==> src/imual_pkg.sv <==
`default_nettype none

package imual_pkg;

	// Default sizes
	localparam int DEF_SAMPLE_BITS     = 16;
	localparam int DEF_COEF_FRAC_BITS  = 30;
	localparam int DEF_STATE_FRAC_BITS = 16;

	// Filter state width, fixed
	localparam int ST_BITS = 40;

	// Mounting matrix: nine 2-bit entries, row-major
	localparam int                ROT_BITS  = 18;
	localparam logic [ROT_BITS-1:0] ROT_RESET = 18'h10101;

	typedef enum logic [1:0] {
		ROT_ZERO  = 2'd0,
		ROT_PLUS  = 2'd1,
		ROT_MINUS = 2'd3
	} rot_code_t;

	// Configuration register map
	localparam int CFG_IDX_W = 3;

	typedef enum logic [CFG_IDX_W-1:0] {
		REG_MOUNT_ROTATION = 3'd0,
		REG_GYRO_BIAS_X    = 3'd1,
		REG_GYRO_BIAS_Y    = 3'd2,
		REG_GYRO_BIAS_Z    = 3'd3,
		REG_ACCEL_BIAS_X   = 3'd4,
		REG_ACCEL_BIAS_Y   = 3'd5,
		REG_ACCEL_BIAS_Z   = 3'd6
	} cfg_reg_t;

	// Low-pass coefficients, Q2.30: a1, a2, b0 (sum is exactly 1.0)
	localparam int COEF_A1 = 0;
	localparam int COEF_A2 = 1;
	localparam int COEF_B0 = 2;

	localparam longint COEF_Q30 [3] = '{64'sd2071735500, -64'sd1000494913, 64'sd2501237};

	// Rescale a Q30 coefficient to cf fraction bits, round half up
	function automatic longint coef_scaled(input int k, input int cf);
		longint c;
		c = COEF_Q30[k];
		if (cf >= 30)
			return c <<< (cf - 30);
		return (c + (64'sd1 <<< (29 - cf))) >>> (30 - cf);
	endfunction

endpackage

`default_nettype wire

==> src/imual_align.sv <==
`default_nettype none

// Mounting rotation (entries -1/0/+1) plus bias, saturated to SAMPLE_BITS+2.
module imual_align #(
	parameter int SAMPLE_BITS = imual_pkg::DEF_SAMPLE_BITS
) (
	input  logic        [imual_pkg::ROT_BITS-1:0] rotation,
	input  logic signed [SAMPLE_BITS-1:0]         bias [3],
	input  logic signed [SAMPLE_BITS-1:0]         v    [3],
	output logic signed [SAMPLE_BITS+1:0]         o    [3]
);
	import imual_pkg::*;

	localparam int OUT_W = SAMPLE_BITS + 2;
	localparam int SW    = SAMPLE_BITS + 3;

	logic signed [SW-1:0] sum [3];

	always_comb begin
		for (int r = 0; r < 3; r++) begin
			sum[r] = SW'(bias[r]);
			for (int c = 0; c < 3; c++) begin
				unique case (rot_code_t'(rotation[2*(3*r+c) +: 2]))
					ROT_PLUS:  sum[r] = sum[r] + SW'(v[c]);
					ROT_MINUS: sum[r] = sum[r] - SW'(v[c]);
					default:   ;
				endcase
			end
		end
	end

	// one guard bit: saturate when it disagrees with the output sign
	always_comb begin
		for (int r = 0; r < 3; r++) begin
			if (sum[r][SW-1] != sum[r][SW-2])
				o[r] = sum[r][SW-1] ? {1'b1, {(OUT_W-1){1'b0}}} : {1'b0, {(OUT_W-1){1'b1}}};
			else
				o[r] = sum[r][OUT_W-1:0];
		end
	end

endmodule

`default_nettype wire

==> config.mk <==
export PLATFORM = sky130hd
export DESIGN_NAME = imual_align
export DESIGN_NICKNAME = d
export VERILOG_FILES = /design/src/imual_pkg.sv /design/src/imual_align.sv
export SDC_FILE = /design/constraint.sdc
export NUM_CORES = 1
export LEC_CHECK = 0
export BUFFER_PORTS_ARGS = -buffer_cell sky130_fd_sc_hd__buf_2
export CAP_MARGIN = 20
export CORE_MARGIN = 2
export CORE_UTILIZATION = 50
export DETAILED_ROUTE_END_ITERATION = 6
export PLACE_DENSITY = 0.71
export SYNTH_ARGS = -nofsm -noshare
export SYNTH_HDL_FRONTEND = slang
export SYNTH_SLANG_ARGS = --single-unit
==> constraint.sdc <==
create_clock -name vclk -period 10.95
set_input_delay 0.5475 -clock vclk [all_inputs]
set_output_delay 0.5475 -clock vclk [all_outputs]
set_load 0.1 [all_outputs]
* Word-level counts from Yosys, hierarchy flattened *
Index checks and enable logic that the tools add are counted.

word-level totals
  register bits after elaboration = 0
  bits of input ports = 114
  output and inout port bits = 54
  logic and storage cells = 54

operators by class
  $add $sub $neg = 18
  eq/ne operators = 21
  muxes and demuxes = 15

operator list
  cell                  number
  $pmux W19 S2          9
  $add A19 B16 Y19      6
  $sub A19 B16 Y19      6
  $mux W18              6
  $add A16 B16 Y17      3
  $sub A16 B16 Y17      3
  $eq A2 B1 Y1 const B  9
  $eq A2 B2 Y1 const B  9
  $ne A1 B1 Y1          3

* Logic depth before layout (Yosys ltp) *
  depth in word-level cells = 8
  gate-level depth with buffers = 39
  mapped depth without buffers = 36

* Worst setup path before layout *
OpenSTA, ideal clock, no wires.

  path kind = input -> output
  from = input port v[33] (netlist bit)
  to = output port o[33] (netlist bit)
  arrival = 9.903 ns
  data required time = 10.403 ns
  slack = 0.499 ns
  cell stages on the path = 30
  buffers on the path = 0
  cell sequence = inv_1 -> ha_1 -> or4b_4 -> or2_2 -> nand2_1 -> xor2_1 -> ha_1 -> o21ai_0 -> o21ai_0 -> o221a_2 -> o41ai_1 -> xnor2_1 -> mux2_2 -> ha_1 -> or3_1 -> a2111oi_0 -> o31ai_1 -> a21oi_1 -> xnor2_1 -> nand2_1 -> xnor2_1 -> ha_1 -> o21a_1 -> nor2_1 -> a21oi_1 -> xor2_1 -> xor2_1 -> nand3b_1 -> o21ai_1 -> o311ai_0

RTL lines
  item         line               RTL
  from (decl)  imual_align.sv:9   input logic signed [SAMPLE_BITS-1:0] v [3],
  to (decl)    imual_align.sv:10  output logic signed [SAMPLE_BITS+1:0] o [3]

==> flow_summary.toml <==
[synthesis]
synth_area_leader_cell = "ha_1"
synth_area_um2 = 11800
synth_xor_area_frac = 0.175
synthCells = 1749
netlist.area_leader.share = 0.162
synthMuxAreaShare = 0.0721
yosys.area_share.simple = 0.245
syn_nets = 2025
synth_adder_area_share = 0.184
yosys.cell_types.count = 84
synth_compound_area_frac = 0.270
netlist_top_cells_area = "ha_1 (16%), xnor2_1 (12%), nor2_1 (6.5%), a21oi_1 (5.5%), nand2_1 (5.5%)"
post_synth.cell_area_avg_um2 = 6.76
synth_top_family_by_area = "compound AO/OA/AOI/OAI gates"
synth-seq-area-share = 0
ys.warnings.count = 0

[critical_path]
arrival_ns = 8.95
slowest_delay_ns = 0.72
path_class = "in -> out"
cp-start-kind = "input port"
worst-path-max-fanout = 17
crit_slowest_cell = "a2bb2oi_1"
cp-startpoint = "v[33]"
cp_data_required_time_ns = 10.40
endpoint_kind = "output pin"
cp_common_cell = "ha_1"

[sta]
hold_ws_ns = 1.69
hold_violations = 0
fin_crit_sh = 0.867
timing.fmax_ghz = 0.105
tns_ns = 0
final-setup-viol-count = 0
worst_pin_slew_ns = 1.00
slew_viol_final = 0
fin_crit_ns = 9.49
finalWorstSetupSlack_ns = 1.46
rsz0062_at_grt = "false"
slew_headroom = 0.327

[global_routing]
antenna_found_initial = 0
overflow = 0
grt_start_max_net_pins = 32
grt_pass1_wl_mm = 58.8
grt_use_total = 0.294
grt_pass1_vias = 11620

[final_layout]
seqCellArea_um2 = 0
drive_gt1_frac = 0.133
final_cell_mix = "nor2_1 (204), nand2_1 (173), xnor2_1 (168), buf_2 (168), ha_1 (153)"
nFlopsAndLatches = 0
layout_commonest_cell = "nor2_1"
syn_to_final_growth_pct = 7.86
design_area_um2 = 12800
fin_util = 0.547
clockBufferCount = 0
nNetsFinal = 2122
fillerInstances = 2389

[route]
drc = 0
viasPerCell = 5.94
num_vias = 12866
drtIter0Drc = 986
wire_per_inst_um = 17.5
dr.pass1.iters = 5
ant_nets = 0
wl_mm = 37.9

[place]
dp_slack_ns = 1.67
gp_congestion = 0.946
placed_area_um2 = 12700
dp_hpwl_mm = 32.4
io_buffer_count = 168

[hold_path]
hp-start = "rotation[4]"
holdCritPathClass = "in -> out"

[power]
combPwrFrac = 1.000
power_switching_w = 0.00244
p_sw_frac = 0.721
p_seq_frac = 0
p_int_w = 0.000945
cellPowerDensity_nw_per_um2 = 266
p_clk_frac = 0
vdd_drop_max_v = 0.000465
p_leak_nw = 5.84

[die]
dieHeight_um = 158
die_area_um2 = 24900
die_w_um = 158
initial_core_util = 0.507
coreArea_um2 = 23300
num_rows = 56
ioPinCount = 168

[job]
cap_violations = 0

[run_status]
status = "complete, no violations"

[clocking]
cts_hold_buffers = 0
post_cts_buffers = 0
cts.repair.resized = 0
[layer usage]
layer,up-vias,GRT usage,part of all wire
li1,6476,-,-
met5,-,0,0
met2,471,0.468,0.42
met3,60,0.0192,0.071
met4,0,0.108,0.040
met1,5859,0.414,0.47
[cell type report]
type,count,area (um^2),area share
antenna,3,7.51,0.000588
inverter,86,323,0.0253
multi-input combinational,1590,11200,0.877
tap,319,399,0.0313
timing repair buffer,168,841,0.0659
[logic make-up (layout without fill, tap and decap cells)]
kind of cell / Yosys count / in the layout
simple gates: 615 / 615
other cells: 0 / 3
xor+xnor: 236 / 236
fa+ha+maj: 170 / 170
mux: 79 / 79
compound gates: 490 / 490
buf+inv: 159 / 254
[Yosys cell counts (11+ instances only)]
| cell | count |
|---|---|
| and2_1 | 22 |
| ha_1 | 153 |
| xnor2_1 | 168 |
| nand3_1 | 34 |
| o21a_1 | 36 |
| mux2i_1 | 32 |
| clkbuf_1 | 57 |
| nor3b_1 | 12 |
| mux2_2 | 45 |
| a31oi_1 | 16 |
| nor3_1 | 48 |
| o21bai_1 | 15 |
| nand2_1 | 173 |
| o21ai_0 | 121 |
| xor2_1 | 68 |
| nand2b_1 | 20 |
| or3_1 | 15 |
| inv_1 | 85 |
| a21oi_1 | 130 |
| nor2_1 | 204 |
| a211oi_1 | 20 |
| and3_1 | 11 |
| a221o_1 | 18 |
| a21o_1 | 34 |
| nor2b_1 | 25 |
[stage by stage]
step / cells / total power [W]
after CTS: 2163 / 0.00337
after floorplan: 1749 / 0.00285
after global placement: 2163 / 0.00333
after global routing: 2163 / 0.00362
final: 2166 / 0.00339
after detailed placement: 2163 / 0.00335
[path summary, 6_finish.rpt]
path     to  slack [ns]  cells past startpoint
max   o[33]        1.46                     29
min   o[53]        1.69                      4
[power groups by stage]
stage / logic, W / clock network (W) / registers (W)
after floorplan: 0.00285 / 0 / 0
after global placement: 0.00333 / 0 / 0
after detailed placement: 0.00335 / 0 / 0
after CTS: 0.00337 / 0 / 0
after global routing: 0.00362 / 0 / 0
final: 0.00339 / 0.0000000000368 / 0
[worst max-delay path: cells and delay by family]
family	cells	cell delay [ns]
AOI/OAI and AO/OA	10	3.84
muxes	1	0.31
adders and majority gates	4	1.12
and+or+nand+nor	6	1.59
xor gates and xnor gates	5	0.96
buffers and inverters	3	0.59
Power figures use the tool's default switching activity.
