## src/imual_pkg.sv

```systemverilog
`default_nettype none

package imual_pkg;

	// Default sizes
	localparam int DEF_SAMPLE_BITS     = 16;
	localparam int DEF_COEF_FRAC_BITS  = 30;
	localparam int DEF_STATE_FRAC_BITS = 16;

	// Filter state width, fixed
	localparam int ST_BITS = 40;

	// Mounting matrix: nine 2-bit entries, row-major
	localparam int                ROT_BITS  = 18;
	localparam logic [ROT_BITS-1:0] ROT_RESET = 18'h10101;

	typedef enum logic [1:0] {
		ROT_ZERO  = 2'd0,
		ROT_PLUS  = 2'd1,
		ROT_MINUS = 2'd3
	} rot_code_t;

	// Configuration register map
	localparam int CFG_IDX_W = 3;

	typedef enum logic [CFG_IDX_W-1:0] {
		REG_MOUNT_ROTATION = 3'd0,
		REG_GYRO_BIAS_X    = 3'd1,
		REG_GYRO_BIAS_Y    = 3'd2,
		REG_GYRO_BIAS_Z    = 3'd3,
		REG_ACCEL_BIAS_X   = 3'd4,
		REG_ACCEL_BIAS_Y   = 3'd5,
		REG_ACCEL_BIAS_Z   = 3'd6
	} cfg_reg_t;

	// Low-pass coefficients, Q2.30: a1, a2, b0 (sum is exactly 1.0)
	localparam int COEF_A1 = 0;
	localparam int COEF_A2 = 1;
	localparam int COEF_B0 = 2;

	localparam longint COEF_Q30 [3] = '{64'sd2071735500, -64'sd1000494913, 64'sd2501237};

	// Rescale a Q30 coefficient to cf fraction bits, round half up
	function automatic longint coef_scaled(input int k, input int cf);
		longint c;
		c = COEF_Q30[k];
		if (cf >= 30)
			return c <<< (cf - 30);
		return (c + (64'sd1 <<< (29 - cf))) >>> (30 - cf);
	endfunction

endpackage

`default_nettype wire

```

## src/imual_lowpass.sv

```systemverilog
`default_nettype none

// One axis of the second-order low-pass. State advances on step;
// y is the current state rounded to sample units.
module imual_lowpass #(
	parameter int SAMPLE_BITS     = imual_pkg::DEF_SAMPLE_BITS,
	parameter int COEF_FRAC_BITS  = imual_pkg::DEF_COEF_FRAC_BITS,
	parameter int STATE_FRAC_BITS = imual_pkg::DEF_STATE_FRAC_BITS
) (
	input  logic                          clk,
	input  logic                          arst_n,
	input  logic                          step,
	input  logic signed [SAMPLE_BITS+1:0] x,
	output logic signed [SAMPLE_BITS+1:0] y
);
	import imual_pkg::*;

	localparam int OUT_W = SAMPLE_BITS + 2;
	localparam int CW    = COEF_FRAC_BITS + 2;
	localparam int XW    = OUT_W + STATE_FRAC_BITS;
	localparam int OW    = (XW > ST_BITS) ? XW : ST_BITS;
	localparam int PW    = OW + CW + 2;
	localparam int QW    = PW - COEF_FRAC_BITS;
	localparam int EW    = OW + 1;
	localparam int RW    = EW - STATE_FRAC_BITS;
	localparam int P1W   = CW + ST_BITS;
	localparam int P3W   = CW + XW;

	localparam logic signed [CW-1:0] A1 = CW'(coef_scaled(COEF_A1, COEF_FRAC_BITS));
	localparam logic signed [CW-1:0] A2 = CW'(coef_scaled(COEF_A2, COEF_FRAC_BITS));
	localparam logic signed [CW-1:0] B0 = CW'(coef_scaled(COEF_B0, COEF_FRAC_BITS));

	localparam logic signed [PW-1:0] ACC_HALF = PW'(1) <<< (COEF_FRAC_BITS - 1);
	localparam logic signed [EW-1:0] OUT_HALF = EW'(1) <<< (STATE_FRAC_BITS - 1);

	logic signed [ST_BITS-1:0] last_q;
	logic signed [ST_BITS-1:0] before_q;
	logic signed [ST_BITS-1:0] next_state;
	logic signed [XW-1:0]      xs;
	logic signed [P1W-1:0]     p1;
	logic signed [P1W-1:0]     p2;
	logic signed [P3W-1:0]     p3;
	logic signed [PW-1:0]      acc;
	logic signed [QW-1:0]      quo;
	logic signed [EW-1:0]      rnd;
	logic signed [RW-1:0]      units;

	assign xs = $signed({x, {STATE_FRAC_BITS{1'b0}}});

	// constant-coefficient products, summed exactly
	assign p1  = P1W'(A1) * P1W'(last_q);
	assign p2  = P1W'(A2) * P1W'(before_q);
	assign p3  = P3W'(B0) * P3W'(xs);
	assign acc = PW'(p1) + PW'(p2) + PW'(p3) + ACC_HALF;
	assign quo = QW'(acc >>> COEF_FRAC_BITS);

	always_comb begin
		if ((&quo[QW-1:ST_BITS-1]) || !(|quo[QW-1:ST_BITS-1]))
			next_state = quo[ST_BITS-1:0];
		else if (quo[QW-1])
			next_state = {1'b1, {(ST_BITS-1){1'b0}}};
		else
			next_state = {1'b0, {(ST_BITS-1){1'b1}}};
	end

	always_ff @(posedge clk or negedge arst_n) begin
		if (!arst_n) begin
			last_q   <= '0;
			before_q <= '0;
		end else if (step) begin
			before_q <= last_q;
			last_q   <= next_state;
		end
	end

	// back to sample units, round half up, saturate
	assign rnd   = EW'(last_q) + OUT_HALF;
	assign units = RW'(rnd >>> STATE_FRAC_BITS);

	always_comb begin
		if ((&units[RW-1:OUT_W-1]) || !(|units[RW-1:OUT_W-1]))
			y = units[OUT_W-1:0];
		else if (units[RW-1])
			y = {1'b1, {(OUT_W-1){1'b0}}};
		else
			y = {1'b0, {(OUT_W-1){1'b1}}};
	end

endmodule

`default_nettype wire

```

## config.mk

```make
export PLATFORM = sky130hd
export DESIGN_NAME = imual_lowpass
export DESIGN_NICKNAME = d
export VERILOG_FILES = /design/src/imual_pkg.sv /design/src/imual_lowpass.sv
export SDC_FILE = /design/constraint.sdc
export NUM_CORES = 2
export LEC_CHECK = 0
export BUFFER_PORTS_ARGS = -buffer_cell sky130_fd_sc_hd__buf_2
export CORE_AREA = 2 2 518 263
export DETAILED_ROUTE_END_ITERATION = 10
export DIE_AREA = 0 0 520 265
export PLACE_DENSITY = 0.64
export SETUP_SLACK_MARGIN = 0.5
export SLEW_MARGIN = 20
export SYNTH_ARGS = -nofsm -noshare
export SYNTH_HDL_FRONTEND = slang
export SYNTH_SLANG_ARGS = --single-unit
```

## constraint.sdc

```tcl
create_clock -name clk -period 20.6 [get_ports clk]
set_input_delay 4.12 -clock clk [delete_from_list [all_inputs] [get_ports clk]]
set_output_delay 4.12 -clock clk [all_outputs]
set_load 0.03 [all_outputs]
```

==> Word-level counts from Yosys, hierarchy flattened <==
Cells that the tools add are included.
Widths: inputs -> output; s select.
{ "op_classes": {"mux": 4, "reduce_logical": 8, "multipliers": 3, "n_addsub": 4} }
{ "op_table": {"columns": ["op", "count"], "rows": [
  ["$mux 40", 2],
  ["$add 73x57->74", 1],
  ["$add 74x31->74 const B", 1],
  ["$add 72x71->73", 1],
  ["$mul 31x40->71 const A", 1],
  ["$mul 30x40->70 const A", 1],
  ["$add 40x17->41 const B", 1],
  ["$mul 23x18->41 const A", 1],
  ["$mux 18", 2],
  ["$reduce_and 8->1", 1],
  ["$reduce_or 8->1", 1],
  ["$reduce_and 5->1", 1],
  ["$reduce_or 5->1", 1],
  ["$logic_not 1->1", 2],
  ["$logic_or 1x1->1", 2]
]} }
{ "word_totals": {"reg_bits": 80, "in_bits": 21, "output_inout_bits": 18, "word_cells": 21} }

==> Depth between registers and ports, before layout <==
{ "logic_depth": {"ltp_word": 8, "ltp_mapped": 56, "ltp_nobuf": 53} }

==> Worst setup path before layout <==
No wires, ideal clock.
{ "synth_path": {"path_kind": "input to register", "start": "in x[15]", "end": "reg last_q[13]", "cell_stages": 46, "setup_time_ps": 126, "arrival_ps": 16744, "path_buffers": 2, "setup_slack_ps": 3730, "t_required_ps": 20474, "cell_sequence": "fa_1 > fa_1 > fa_1 > inv_1 > fa_1 > fa_1 > inv_1 > fa_1 > ha_1 > and3_1 > o211ai_1 > or4_1 > o21a_1 > o21ai_0 > o31ai_1 > a21oi_1 > a221oi_1 > o21ai_0 > (+10 left out) > inv_1 > fa_1 > inv_1 > ha_1 > a21o_1 > a21o_1 > a21o_1 > a21oi_1 > o21bai_1 > a221o_1 > a31o_2 > a21oi_1 > xnor2_1 > and2_1 > a41o_1 > buf_2 > buf_2 > a221o_1"} }
{ "synth_via": {"elab_chain_cells": 7, "elab_cells_between_ends": 9, "cone_classes": "add/sub (2); mul (1); mux (2); reduce/logical (4)"} }
{ "synth_rtl": {"columns": ["element", "line_no", "source"], "rows": [
  ["from (decl)", "imual_lowpass.sv:13", "input logic signed [SAMPLE_BITS+1:0] x,"],
  ["$mul 23x18->41 *", "imual_lowpass.sv:53", "assign p3 = P3W'(B0) * P3W'(xs);"],
  ["$add 73x57->74 *", "imual_lowpass.sv:54", "assign acc = PW'(p1) + PW'(p2) + PW'(p3) + ACC_HALF;"],
  ["$add 74x31->74 *", "imual_lowpass.sv:54", null],
  ["$reduce_or 5->1", "imual_lowpass.sv:58", "if ((&quo[QW-1:ST_BITS-1]) || !(|quo[QW-1:ST_BITS-1]))"],
  ["$logic_not 1->1", "imual_lowpass.sv:58", null],
  ["$logic_or 1x1->1", "imual_lowpass.sv:58", null],
  ["$mux 40 *", "imual_lowpass.sv:58", null],
  ["to (signal assigned)", "imual_lowpass.sv:72", "last_q <= next_state;"],
  ["to (decl)", "imual_lowpass.sv:36", "logic signed [ST_BITS-1:0] last_q;"]
]} }
Mark *: on every way between the ends. The rest lies on a longest branch, timed or not.
A chain may end at the register's enable or synchronous reset.

==> Worst setup path after layout <==
{ "layout_path": {"start": "in x[7]", "end": "reg last_q[4]"} }
The elaborated chain is that of the path after synthesis.

==> summary.txt <==
Synthesis
  • Post-Syn Area: 62,170 µm²
  • Cell variety after synth: 73
  • Post-Synthesis Cells: 6,191
  • Mean Syn Cell Area: 10.04 µm²
  • Most used DFF post-synth: dfrtp_1
  • Seq/Total Area, Yosys: 0.03220
  • Post-synth net total: 8,748
  • Async S/R FF share, synth: 1.000
  • Synth area leader: fa_1
  • Synth top area cells: fa_1 (49%), ha_1 (21%), inv_1 (13%), dfrtp_1 (3.2%), xnor2_1 (2.0%)
  • Top-area cell type share of the netlist area: 0.4872
  • Flip-flop and latch count after synthesis: 80
  • Synth Warn #: 0
  • Number of synthesized flops with an enable pin: 0

Routing
  • DRT iter0 DRCs: 4,398
  • Routed len/inst: 25.85 µm
  • Router iterations before antenna repair: 7
  • Wirelength, routed: 207,100 µm
  • Vias: 42,763
  • Final ANT Viol Nets: 0
  • Vias/cell: 5.339
  • DRC viols: 0

Timing
  • Worst Setup Slack, final: 3.043 ns
  • Post-Route Hold Slack: 0.5245 ns
  • RSZ-0062 raised after global routing: no
  • Final period util: 0.8523
  • Peak Freq: 56.96 MHz
  • Final slew viol count: 0
  • Crit path time final: 17.56 ns
  • Slew @ Worst Pin: 1.163 ns
  • Setup TNS: 0 ns
  • Final Setup Violations: 0
  • Final Hold Vio Count: 0
  • Slew margin rel.: 0.2190
  • Skew final: 0.01463 ns

Worst setup path
  • Most frequent CP cell: fa_1
  • Crit-path max FO: 39
  • Critical Path Start Type: input pin
  • Reg2reg end: last_q[14]
  • CP endpoint: last_q[4]
  • Reg2Reg Setup Slack: 4.14 ns
  • Crit path DAT: 17.85 ns
  • CP Data Required Time: 20.89 ns
  • CP max-delay cell: a2111oi_0
  • Crit. End Element: flop
  • CP Class: in2reg
  • CP startpoint: x[7]
  • Worst-case reg-to-reg path depth: 52
  • Max stage delay on crit path: 0.76 ns
  • Worst R2R Start: last_q[2]

Floorplanning
  • Die W: 520 µm
  • Die ar.: 137,800 µm²
  • Core box area: 133,200 µm²
  • Die height: 265 µm
  • I/O pin total: 39
  • Row count: 95
  • Starting density of the core: 0.4666

Clock network
  • Root Buffer: clkbuf_16
  • # Post-CTS Setup Buffers: 0
  • Clock Latency Late Sink: 0.36 ns
  • Clk slew on worst S/H paths: 0.07 ns
  • CTS Buf Count: 9
  • Max Buffers Root-to-Sink: 2
  • CTS sink cnt: 80
  • Hold-fix buffers, CTS: 0
  • H-tree Lvls: 3
  • CTS resizes: 0
  • TritonCTS clock tree: built

Layout
  • Commonest non-fill, non-tap cells in the layout: inv_1 (2,153), fa_1 (1,513), ha_1 (1,023)
  • Nets: 8,767
  • Register Area: 2007 µm²
  • Layout cells sized above 1: 0.02108
  • Post-layout util: 0.4880
  • Filler cells: 12,563
  • Multi-input logic area: 51,830 µm²
  • Commonest non-fill, non-tap cell in the layout: inv_1
  • Area delta synth->final: 4.597%

Hold path
  • Hold path depth: 1
  • Hold Path Class: reg2reg

Placement
  • DP HPWL: 188,000 µm
  • DP Worst Slack: 2.765 ns
  • IO buf count: 38
  • Routability cong.: 1.062

Run status
  • Status: completed

Run
  • Max Cap Violations: 0

Global routing
  • Vias in the first global route: 44,731
  • GR Overflow Total: 0
  • Largest net degree at the start of global routing: 85
  • GRT Total Usage: 0.3116
  • Initial antenna violation count: 3
  • First-pass GRT wire length: 308,900 µm
-- per-stage QoR --
stage	area (µm²)	cells
floorplan	62170	6191
global placement	64660	7992
detailed placement	64660	7992
CTS	64990	8008
global route	65020	8009
finish	65030	8010
-- kinds of logic after synthesis --
family	share of synthesized area
XOR/XNOR	0.03268
buffers and inverters	0.1346
multiplexers	0.004025
AO/OA/AOI/OAI	0.06821
flip-flops	0.03220
AND/OR/NAND/NOR	0.03486
adder cells (fa/ha/maj)	0.6934
-- cell type report --
class,count,share of cell area
antenna,1,0.00003848
clock buffer,9,0.003463
clock inverter,7,0.001655
inverter,2154,0.1243
multi-input combinational,3885,0.7970
sequential,80,0.03086
tap,1794,0.03452
timing repair buffer,80,0.008120
-- worst max-delay path, delay by kind of cell --
kind            cells  cell delay, ns
buf+inv            11            1.26
compound gates     15            3.94
xor+xnor            2            0.66
fa+ha+maj          15            6.74
simple gates        6            1.08
-- per-layer routing --
metal	vias to the layer above	global-route usage	wire length, µm
met1	21951	0.5135	102300
met2	2163	0.3541	68730
met4	4	0.01604	893
li1	18577	-	-
met3	68	0.1656	34830
met5	-	0.006930	356
-- worst min path at each step --
stage | slack [ns] | start | end
after floorplan | 0.57 | last_q[10] | before_q[10]
after global placement | 0.50 | last_q[30] | last_q[30]
after detailed placement | 0.50 | last_q[33] | last_q[33]
after CTS | 0.52 | last_q[33] | last_q[33]
after global routing | 0.53 | last_q[33] | last_q[33]
final | 0.52 | last_q[33] | last_q[33]
-- synthesized netlist by cell type (4+ instances only) --
cell and instances:
nor3_1 26, mux2i_1 25, nor2b_1 19, and4_1 9
and3_1 24, o21ai_0 135, nor4_1 5, a31o_2 6
xor2_1 91, o31ai_1 5, a311oi_1 4, inv_1 2154
xnor2_1 141, a31oi_1 20, a211o_1 6, a211oi_1 15
o2111ai_1 4, fa_1 1513, nand3_1 39, or2_2 11
dfrtp_1 80, a21o_1 98, a221oi_1 13, a21oi_1 191
o211ai_1 12, buf_2 5, nand2b_1 22, nor2_1 81
nand2_1 152, a221o_1 44, o21ai_1 5, o221ai_1 6
nand4_1 24, ha_1 1023, and2_1 14, o21a_1 19
o21bai_1 25, nor3b_1 5, clkbuf_1 65
-- sequential cells by signal, summed over array words and instances, names as in the netlist --
name	cells
before_q	40
last_q	40
Power is left out: the tool's default activity adds up to more than one toggle a clock period on the data nets, which glitch-free logic cannot reach.
